### config.mk
export PLATFORM = sky130hd
export DESIGN_NAME = mac_learning_bridge_table
export DESIGN_NICKNAME = d
export VERILOG_FILES = /design/src/rtl/mlbt_pkg.sv /design/src/rtl/mlbt_ram.sv /design/src/rtl/mac_learning_bridge_table.sv
export SDC_FILE = /design/constraint.sdc
export NUM_CORES = 2
export LEC_CHECK = 0
export BUFFER_PORTS_ARGS = -buffer_cell sky130_fd_sc_hd__buf_2
export CORE_UTILIZATION = 40
export CTS_BUF_LIST = sky130_fd_sc_hd__clkbuf_8
export CTS_CLUSTER_SIZE = 40
export DETAILED_ROUTE_END_ITERATION = 8
export SYNTH_ARGS = -nofsm -noshare
export SYNTH_HDL_FRONTEND = slang
export SYNTH_SLANG_ARGS = --single-unit
### constraint.sdc
create_clock -name clk_i -period 10 [get_ports clk_i]
set_input_delay 1 -clock clk_i [delete_from_list [all_inputs] [get_ports clk_i]]
set_output_delay 1 -clock clk_i [all_outputs]
set_load 0.005 [all_outputs]
### src/rtl/mlbt_pkg.sv
// shared types and constants of the mac learning bridge table
package mlbt_pkg;

  localparam int TABLE_DEPTH = 32;
  localparam int IDX_W       = $clog2(TABLE_DEPTH);
  localparam int CNT_W       = $clog2(TABLE_DEPTH + 1);
  localparam int MAC_W       = 48;
  localparam int PORT_W      = 16;
  localparam int STAMP_W     = 32;
  localparam int AGE_W       = 16;

  localparam logic [AGE_W-1:0] AGEING_RESET = 16'd300;

  localparam logic       OP_FRAME = 1'b0;
  localparam logic       OP_TICK  = 1'b1;

  localparam logic [1:0] DEC_IGNORED   = 2'd0;
  localparam logic [1:0] DEC_FORWARD   = 2'd1;
  localparam logic [1:0] DEC_BROADCAST = 2'd2;
  localparam logic [1:0] DEC_NOPORT    = 2'd3;

  typedef struct packed {
    logic              op;
    logic [MAC_W-1:0]  src_mac;
    logic [MAC_W-1:0]  dst_mac;
    logic [PORT_W-1:0] in_port;
  } req_t;

  typedef struct packed {
    logic [1:0]        decision;
    logic [PORT_W-1:0] out_port;
    logic              last;
  } rsp_t;

  typedef struct packed {
    logic [MAC_W-1:0]   mac;
    logic [PORT_W-1:0]  port;
    logic [STAMP_W-1:0] stamp;
  } entry_t;

  localparam int ENTRY_W = $bits(entry_t);

endpackage

### src/rtl/mlbt_ram.sv
// generic single write port ram with registered read
module mlbt_ram #(
  parameter int WIDTH = 8,
  parameter int DEPTH = 16
) (
  input  logic                     clk_i,
  input  logic                     we_i,
  input  logic [$clog2(DEPTH)-1:0] waddr_i,
  input  logic [WIDTH-1:0]         wdata_i,
  input  logic [$clog2(DEPTH)-1:0] raddr_i,
  output logic [WIDTH-1:0]         rdata_o
);

  logic [WIDTH-1:0] mem_q [DEPTH];

  always_ff @(posedge clk_i) begin
    if (we_i) begin
      mem_q[waddr_i] <= wdata_i;
    end
    rdata_o <= mem_q[raddr_i];
  end

endmodule

### src/rtl/mac_learning_bridge_table.sv
// top level of the mac learning bridge table
// A tick request only advances the seconds counter. A frame request walks the entry ram
// through its single read port in phases: learning, destination lookup, broadcast
// listing and ageing. Lookup and listing are skipped when source equals destination or
// the table holds a single entry, and listing is skipped on a lookup hit. Each entry is
// read in one state and checked in the next, each walk closes in its read state, and a
// stalled result side holds the walk. No new request is taken meanwhile.
module mac_learning_bridge_table (
  input  logic                            clk_i,
  input  logic                            rst_ni,
  input  logic                            in_valid_i,
  output logic                            in_stall_o,
  input  mlbt_pkg::req_t                  in_i,
  output logic                            out_valid_o,
  input  logic                            out_stall_i,
  output mlbt_pkg::rsp_t                  out_o,
  input  logic                            cfg_we_i,
  input  logic [mlbt_pkg::AGE_W-1:0]      cfg_wdata_i
);

  localparam logic [3:0] S_IDLE = 4'd0;
  localparam logic [3:0] S_LRD  = 4'd1;
  localparam logic [3:0] S_LCHK = 4'd2;
  localparam logic [3:0] S_DEC  = 4'd3;
  localparam logic [3:0] S_FRD  = 4'd4;
  localparam logic [3:0] S_FCHK = 4'd5;
  localparam logic [3:0] S_BRD  = 4'd6;
  localparam logic [3:0] S_BCHK = 4'd7;
  localparam logic [3:0] S_ARD  = 4'd8;
  localparam logic [3:0] S_ACHK = 4'd9;

  logic [3:0]                     state_q, state_d;
  logic [mlbt_pkg::CNT_W-1:0]     idx_q, idx_d;
  logic [mlbt_pkg::CNT_W-1:0]     wr_q, wr_d;
  logic [mlbt_pkg::CNT_W-1:0]     count_q, count_d;
  logic [mlbt_pkg::STAMP_W-1:0]   seconds_q, seconds_d;
  logic [mlbt_pkg::AGE_W-1:0]     ageing_q;
  mlbt_pkg::req_t                 req_q, req_d;
  logic                           pend_q, pend_d;
  logic [mlbt_pkg::PORT_W-1:0]    pend_port_q, pend_port_d;
  logic                           out_valid_q;
  mlbt_pkg::rsp_t                 out_q;

  logic                           emit;
  mlbt_pkg::rsp_t                 emit_rsp;
  logic                           out_free;
  logic                           we;
  logic [mlbt_pkg::IDX_W-1:0]     waddr;
  mlbt_pkg::entry_t               wdata;
  mlbt_pkg::entry_t               rdata;
  logic [mlbt_pkg::STAMP_W-1:0]   age;

  mlbt_ram #(
    .WIDTH(mlbt_pkg::ENTRY_W),
    .DEPTH(mlbt_pkg::TABLE_DEPTH)
  ) u_ram (
    .clk_i  (clk_i),
    .we_i   (we),
    .waddr_i(waddr),
    .wdata_i(wdata),
    .raddr_i(idx_q[mlbt_pkg::IDX_W-1:0]),
    .rdata_o(rdata)
  );

  assign out_free    = !out_valid_q || !out_stall_i;
  assign in_stall_o  = (state_q != S_IDLE);
  assign out_valid_o = out_valid_q;
  assign out_o       = out_q;
  assign age         = seconds_q - rdata.stamp;

  always_comb begin
    state_d     = state_q;
    idx_d       = idx_q;
    wr_d        = wr_q;
    count_d     = count_q;
    seconds_d   = seconds_q;
    req_d       = req_q;
    pend_d      = pend_q;
    pend_port_d = pend_port_q;
    emit        = 1'b0;
    emit_rsp    = '0;
    we          = 1'b0;
    waddr       = idx_q[mlbt_pkg::IDX_W-1:0];
    wdata       = '{mac: req_q.src_mac, port: req_q.in_port, stamp: seconds_q};
    unique case (state_q)
      S_IDLE: begin
        if (in_valid_i) begin
          if (in_i.op == mlbt_pkg::OP_TICK) begin
            seconds_d = seconds_q + 32'd1;
          end else begin
            req_d   = in_i;
            idx_d   = '0;
            state_d = S_LRD;
          end
        end
      end
      S_LRD: begin
        if (idx_q == count_q) begin
          if (count_q < mlbt_pkg::CNT_W'(mlbt_pkg::TABLE_DEPTH)) begin
            we      = 1'b1;
            waddr   = count_q[mlbt_pkg::IDX_W-1:0];
            count_d = count_q + mlbt_pkg::CNT_W'(1);
          end
          state_d = S_DEC;
        end else begin
          state_d = S_LCHK;
        end
      end
      S_LCHK: begin
        if (rdata.mac == req_q.src_mac) begin
          we      = 1'b1;
          state_d = S_DEC;
        end else begin
          idx_d   = idx_q + mlbt_pkg::CNT_W'(1);
          state_d = S_LRD;
        end
      end
      S_DEC: begin
        idx_d  = '0;
        wr_d   = '0;
        pend_d = 1'b0;
        priority if (req_q.src_mac == req_q.dst_mac) begin
          emit_rsp = '{decision: mlbt_pkg::DEC_IGNORED, out_port: '0, last: 1'b1};
          emit     = out_free;
          if (out_free) state_d = S_ARD;
        end else if (count_q == mlbt_pkg::CNT_W'(1)) begin
          emit_rsp = '{decision: mlbt_pkg::DEC_NOPORT, out_port: '0, last: 1'b1};
          emit     = out_free;
          if (out_free) state_d = S_ARD;
        end else begin
          state_d = S_FRD;
        end
      end
      S_FRD: begin
        if (idx_q == count_q) begin
          idx_d   = '0;
          state_d = S_BRD;
        end else begin
          state_d = S_FCHK;
        end
      end
      S_FCHK: begin
        if (rdata.mac == req_q.dst_mac) begin
          emit_rsp = '{decision: mlbt_pkg::DEC_FORWARD, out_port: rdata.port, last: 1'b1};
          emit     = out_free;
          if (out_free) begin
            idx_d   = '0;
            state_d = S_ARD;
          end
        end else begin
          idx_d   = idx_q + mlbt_pkg::CNT_W'(1);
          state_d = S_FRD;
        end
      end
      S_BRD: begin
        if (idx_q == count_q) begin
          if (pend_q) begin
            emit_rsp = '{decision: mlbt_pkg::DEC_BROADCAST, out_port: pend_port_q,
                         last: 1'b1};
          end else begin
            emit_rsp = '{decision: mlbt_pkg::DEC_NOPORT, out_port: '0, last: 1'b1};
          end
          emit = out_free;
          if (out_free) begin
            idx_d   = '0;
            state_d = S_ARD;
          end
        end else begin
          state_d = S_BCHK;
        end
      end
      S_BCHK: begin
        if (rdata.port != req_q.in_port) begin
          if (!pend_q) begin
            pend_d      = 1'b1;
            pend_port_d = rdata.port;
            idx_d       = idx_q + mlbt_pkg::CNT_W'(1);
            state_d     = S_BRD;
          end else if (out_free) begin
            emit_rsp    = '{decision: mlbt_pkg::DEC_BROADCAST, out_port: pend_port_q,
                            last: 1'b0};
            emit        = 1'b1;
            pend_port_d = rdata.port;
            idx_d       = idx_q + mlbt_pkg::CNT_W'(1);
            state_d     = S_BRD;
          end
        end else begin
          idx_d   = idx_q + mlbt_pkg::CNT_W'(1);
          state_d = S_BRD;
        end
      end
      S_ARD: begin
        if (idx_q == count_q) begin
          count_d = wr_q;
          state_d = S_IDLE;
        end else begin
          state_d = S_ACHK;
        end
      end
      S_ACHK: begin
        if (age <= {16'd0, ageing_q}) begin
          we    = 1'b1;
          waddr = wr_q[mlbt_pkg::IDX_W-1:0];
          wdata = rdata;
          wr_d  = wr_q + mlbt_pkg::CNT_W'(1);
        end
        idx_d   = idx_q + mlbt_pkg::CNT_W'(1);
        state_d = S_ARD;
      end
      default: begin
        state_d = S_IDLE;
      end
    endcase
  end

  always_ff @(posedge clk_i or negedge rst_ni) begin
    if (!rst_ni) begin
      state_q     <= S_IDLE;
      count_q     <= '0;
      seconds_q   <= '0;
      ageing_q    <= mlbt_pkg::AGEING_RESET;
      out_valid_q <= 1'b0;
      pend_q      <= 1'b0;
      idx_q       <= '0;
      wr_q        <= '0;
    end else begin
      state_q   <= state_d;
      count_q   <= count_d;
      seconds_q <= seconds_d;
      pend_q    <= pend_d;
      idx_q     <= idx_d;
      wr_q      <= wr_d;
      if (cfg_we_i) begin
        ageing_q <= cfg_wdata_i;
      end
      if (emit) begin
        out_valid_q <= 1'b1;
      end else if (!out_stall_i) begin
        out_valid_q <= 1'b0;
      end
    end
  end

  always_ff @(posedge clk_i) begin
    req_q       <= req_d;
    pend_port_q <= pend_port_d;
    if (emit) begin
      out_q <= emit_rsp;
    end
  end

endmodule

=== Yosys cells after proc, flatten, opt, wreduce, memory -nomap -nowiden ===
Memory sizes are Yosys's and may differ from the RTL's. A register that Yosys moved wholly into a read port is not among the register bits.
Cells that the tools add are included.

* Add/sub/neg operators: 5
* Order comparisons: 2
* Eq/ne operators: 28
* Muxes and demuxes: 68
* Bitwise logic cells: 1
* Reductions and logical operators: 17

{| class="wikitable"
|+ Operators with widths
! operator !! number
|-
| two-way mux 96 bit || 2
|-
| == test 48 bit || 3
|-
| two-way mux 19 bit || 6
|-
| two-way mux 6 bit || 14
|-
| case mux 19 bit (4 select lines) || 1
|-
| case mux 6 bit (8 select lines) || 1
|-
| two-way mux 4 bit || 11
|-
| case mux 4 bit (10 select lines) || 1
|-
| two-way mux 18 bit || 2
|-
| adder 32 x 1 -> 32 bit, second input constant || 1
|-
| <= comparator 32 x 16 -> 1 bit || 1
|-
| two-way mux 16 bit || 2
|-
| subtractor 32 bit || 1
|-
| case mux 6 bit (2 select lines) || 2
|-
| != test 2 bit, second input constant || 10
|-
| adder 6 x 1 -> 6 bit, second input constant || 3
|-
| two-way mux 1 bit || 17
|-
| == test 4 x 3 -> 1 bit, second input constant || 4
|-
| != test 16 bit || 1
|-
| two-way mux 5 bit || 3
|-
| AND reduction 3 bit || 4
|-
| case mux 5 bit (2 select lines) || 1
|-
| == test 4 x 2 -> 1 bit, second input constant || 2
|-
| == test 4 bit, second input constant || 2
|-
| other kinds (20) || 26
|}

* Register bits after elaboration: 219
* Bits in writable memories: 3072
* Input bits: 134
* Memories kept: 1

{| class="wikitable"
|+ Memory list
! name !! words !! bits a word !! read ports !! clocked after Yosys merged registers in !! write ports !! RTL line !! source
|-
| u_ram.mem_q || 32 || 96 || 1 || 1 || 1 || mlbt_ram.sv:14 || <nowiki>logic [WIDTH-1:0] mem_q [DEPTH];</nowiki>
|}

=== Logic depth before layout (Yosys ltp) ===
* Depth in word-level cells: 7
* Depth in mapped cells: 22
* Gate-level depth less buffers: 19

=== By module ===
A second synthesis with hierarchy kept.

* Cell total of the unflattened synthesis: 6861
* Area, all modules: 132120.5 µm²

{| class="wikitable"
|+ By module, submodules not included
! module !! times used !! cells an instance !! area an instance (µm²) !! seq. area each (µm²)
|-
| mlbt_ram || 1 || 5604 || 118492.4 || 94170.3
|-
| mac_learning_bridge_table || 1 || 1257 || 13628.1 || 6221.0
|}

=== Worst setup path after synthesis ===
Ideal clock, no wire load.

* Kind: register -> register
* From: register seconds_q[0] (netlist name)
* To: memory u_ram.mem_q[21][0] (netlist name) (enable)
* Arrival time: 9.016 ns
* Data required time: 9.408 ns
* Setup slack: 0.392 ns
* Cell stages (with the launch flop): 20
* Period minus slack after synthesis: 9.608 ns
* Cell sequence: dfrtp_1 -> inv_1 -> ha_1 -> fa_1 -> nand2b_1 -> a21oi_1 -> nor2_1 -> o21bai_1 -> a41oi_1 -> xnor2_1 -> ha_1 -> a21oi_1 -> nand2_1 -> a221oi_1 -> o21ai_0 -> a2111oi_2 -> nor4b_2 -> nand4_1 -> or4_4 -> a22oi_1

* Longest elaborated chain between the ends: 6
* Elaborated cells on any way between the ends: 8

{| class="wikitable"
|+ RTL lines
! what !! RTL line !! source
|-
| start, declared || mac_learning_bridge_table.sv:36 || <nowiki>logic [mlbt_pkg::STAMP_W-1:0] seconds_q, seconds_d;</nowiki>
|-
| start signal, assigned || mac_learning_bridge_table.sv:229 || <nowiki>seconds_q <= seconds_d;</nowiki>
|-
| subtractor 32 bit (*) || mac_learning_bridge_table.sv:69 || <nowiki>assign age = seconds_q - rdata.stamp;</nowiki>
|-
| <= comparator 32 x 16 -> 1 bit (*) || mac_learning_bridge_table.sv:201 || <nowiki>if (age <= {16'd0, ageing_q}) begin</nowiki>
|-
| two-way mux 1 bit || mac_learning_bridge_table.sv:201 ||
|-
| case mux 1 bit (3 select lines) || mac_learning_bridge_table.sv:85 || <nowiki>unique case (state_q)</nowiki>
|-
| two-way mux 1 bit || mlbt_ram.sv:17 || <nowiki>if (we_i) begin</nowiki>
|-
| two-way mux 1 bit (not written as such) || mlbt_ram.sv:18 || <nowiki>mem_q[waddr_i] <= wdata_i;</nowiki>
|-
| end, declared || mlbt_ram.sv:14 ||
|}

Mark *: on every way between the ends. The rest lies on a longest branch, timed or not.

=== Final worst setup path ===
* From: register seconds_q[0] (netlist name)
* To: memory u_ram.mem_q[25][46] (netlist name) (enable)

Same word-level chain as after synthesis.

==> impl_metrics.csv <==
group,metric,value,unit
setup_path,crit_path_max_fanout,40,
setup_path,r2r-end,"u_ram.mem_q[25][46]",
cts,cts_setup_buffers,0,
cts,clkTransAtPathRegs,60,ps
cts,cts_root_buf,"clkbuf_8",
setup_path,r2r_start,"seconds_q[0]",
global_route,grt_max_degree,125,
floorplanning,row_count,211,
logic_synthesis,ys_seq_elements,3387,
logic_synthesis,synth-main-ff-cell,"edfxtp_1",
min_path,hp-start,"in_i[96]",
drt,wl,373700,µm
setup_path,startpoint,"seconds_q[0]",
floorplanning,die-area,333800,µm²
global_route,use_met3,0.03663,
logic_synthesis,yosys-top-cells-count,"3219 x edfxtp_1, 668 x mux4_2, 374 x mux2i_1",
sta,relSlewSlack,0.2097,
finish,areaGrowthSynthToFinish,12.86,%
power,p_total,0.03362,W
setup_path,arrival,8810,ps
drt,routed_via_density,5.845,
cts,cts_tree,"done",
power,p_per_area,224.7,nW/µm²
finish,fin_area,149600,µm²
sta,finalSetupTns,0,ps
logic_synthesis,yosysSeqAreaShare,0.7571,
sta,rsz0062_at_grt,"no",
drt,wl_per_cell,31.60,µm
place,postPlaceCellArea,139400,µm²
logic_synthesis,netlist_instances,6525,
global_route,grt_pass1_vias,69326,
job,drv_cap,0,
drt,final_antenna_net_count,0,
floorplanning,ios,155,
place,port_buffers,154,
drt,dr_total_vias,69128,
global_route,antenna_found_initial,16,
finish,drive_gt1_frac,0.2508,
setup_path,cp.required,10630,ps
sta,fin_hold_ws,104.5,ps
drt,drc_errors,0,
cts,cts.repair.resized,0,
logic_synthesis,syn_area,132600,µm²
cts,hold_buffers,1,
floorplanning,die_h,577.7,µm
logic_synthesis,synth-edff-count,3219,
place,routabilityCongestion,0.8634,
setup_path,reg2reg_slack,1820,ps
logic_synthesis,syn_nets,6712,
floorplanning,die_w,577.7,µm
global_route,grtUsageTotal,0.2208,
floorplanning,coreArea,330000,µm²
global_route,gr-max-usage-layer,"met2",
power,ir_worst_vdd,161.8,µV
setup_path,rr_worst_depth,19,
sta,fin_crit_sh,0.8179,
drt,drt_iter0_markers,8603,
min_path,hold_class,"primary input to flip-flop",
cts,numCtsBuffers,541,
sta,finalSetupViolations,0,
cts,cts.sinks,3387,
logic_synthesis,async_reset_ff_frac,0.02126,
sta,final_hold_viol_count,0,
finish,final_net_count,7208,
logic_synthesis,synth.area.top_cells,"edfxtp_1 73%, mux4_2 11%, mux2i_1 2.8%",
global_route,grt.overflow.total,0,
drt,dr.pass1.iters,6,
sta,fin_worst_skew,124.6,ps
setup_path,worst_setup_path_end_kind,"flip-flop",
logic_synthesis,yosys.area.top_type,"edfxtp_1",
min_path,hold_end,"req_q[96]",
sta,period_needed,8179,ps
setup_path,worstSetupPathType,"flip-flop to flip-flop",
logic_synthesis,synth_warnings,0,
setup_path,critPathLaunchType,"flip-flop",
sta,drv_slew,0,
sta,tightestPinTransition,1176,ps
global_route,use_met1,0.3008,
logic_synthesis,synth.most_common_cell,"edfxtp_1",
logic_synthesis,avgSynthCellArea,20.32,µm²
power,p_leak,45.63,nW
sta,fmax,122.3,MHz
min_path,hold_depth,1,
floorplanning,start_util,0.4018,
cts,cts_buffer_depth,4,
global_route,grt_pass1_wl,522000,µm
global_route,met2_usage,0.3589,
status,outcome,"completed",
cts,cts_max_level,6,
place,place_hpwl,201300,µm
cts,clk_latency,1090,ps
logic_synthesis,synth_cell_types,77,
logic_synthesis,synth.top_cell.area_share,0.7290,
==> logic make-up after synthesis <==
kind of cell | synth area share
buffers and inverters | 0.01216
XOR/XNOR | 0.01453
AO/OA/AOI/OAI | 0.03734
AND/OR/NAND/NOR | 0.02037
adder cells (fa/ha/maj) | 0.005058
multiplexers | 0.1534
flip-flops | 0.7571
==> through the flow <==
| step | util | instances | setup WS [ps] |
|---|---|---|---|
| 3_3_place_gp | 0.4225 | 10843 | 1964 |
| 4_1_cts | 0.4533 | 11809 | 1796 |
| 2_1_floorplan | - | 6525 | 391.7 |
| 3_5_place_dp | 0.4225 | 10843 | 1862 |
| 5_1_grt | 0.4534 | 11820 | 1599 |
| 6_report | 0.4535 | 11826 | 1821 |
==> area by class of cell <==
type	instances	area [µm²]
fill	27854	180400
tap	4366	5463
sequential	3387	100400
timing repair buffer	296	2392
inverter	65	251.5
clock buffer	599	8244
antenna	17	42.54
multi-input combinational	2730	30930
clock inverter	366	1911
==> worst max-delay path, cell delays in order (launching register included) <==
cell and delay (ps):
dfrtp_1 410, inv_1 100, ha_1 230, fa_1 400, nand2b_1 180, a21oi_1 320
nor2_1 130, o21bai_1 270, a41oi_1 170, xnor2_1 160, ha_1 330, nand4_1 140
nor4b_1 480, nand4_1 310, a2111oi_2 360, nor4b_2 880, and4_1 810, nand4b_1 650
a22oi_2 470, buf_4 860
==> sequential cells by signal, indices dropped and copies added, names as in the netlist <==
name	count
state_q	4
u_ram.rdata_o	96
count_q	6
out_o	19
u_ram.mem_q	3072
pend_port_q	16
wr_q	6
req_q	112
ageing_q	16
idx_q	6
seconds_q	32
pend_q	1
out_valid_o	1
==> report_power, final <==
group | leakage, nW | switching, W | internal (W)
combinational | 10.4 | 0.00318 | 0.00249
sequential | 29.4 | 0.000687 | 0.0160
clock | 5.84 | 0.00550 | 0.00575
==> layout by cell type, fill, tap and decap left out, types with 10 or more instances in the layout <==
cell type      n
diode_2       17
a21oi_4       18
a22o_1        16
xor2_1       115
mux2_4        17
a22oi_2       16
nor2_1        62
dfxtp_1       96
nand4_1       48
clkbuf_8     599
and3_1        19
clkinv_1      91
mux2_2       107
a21o_1        15
nand2_1      304
mux2i_1      373
ha_1          52
inv_1        235
inv_6         18
a21oi_1      112
nand2b_1      16
clkinv_2      50
mux4_2       668
inv_8         10
buf_2        153
xnor2_1      105
o22ai_1       62
buf_4         98
o21ai_0      137
nand3_1       35
edfxtp_1    3219
dfrtp_1       63
buf_12        44
o221ai_1     230
a211oi_1      13
clkinvlp_4    15
nor4_1        29
==> worst max-delay path by stage <==
stage | endpoint | slack [ps] | depth (start not counted)
after global placement | u_ram.mem_q[25][71] | 1960 | 20
after global routing | u_ram.mem_q[24][17] | 1600 | 20
after CTS | u_ram.mem_q[24][17] | 1800 | 20
after floorplan | u_ram.mem_q[21][0] | 390 | 19
final | u_ram.mem_q[25][46] | 1820 | 19
after detailed placement | u_ram.mem_q[24][70] | 1860 | 20
==> per-layer routing <==
metal  up-vias  share of wire
li1      28186              -
met1     36918           0.40
met2      3377           0.48
met3       645          0.079
met4         2          0.037
met5         -       0.000021
Power figures use the tool's default switching activity.
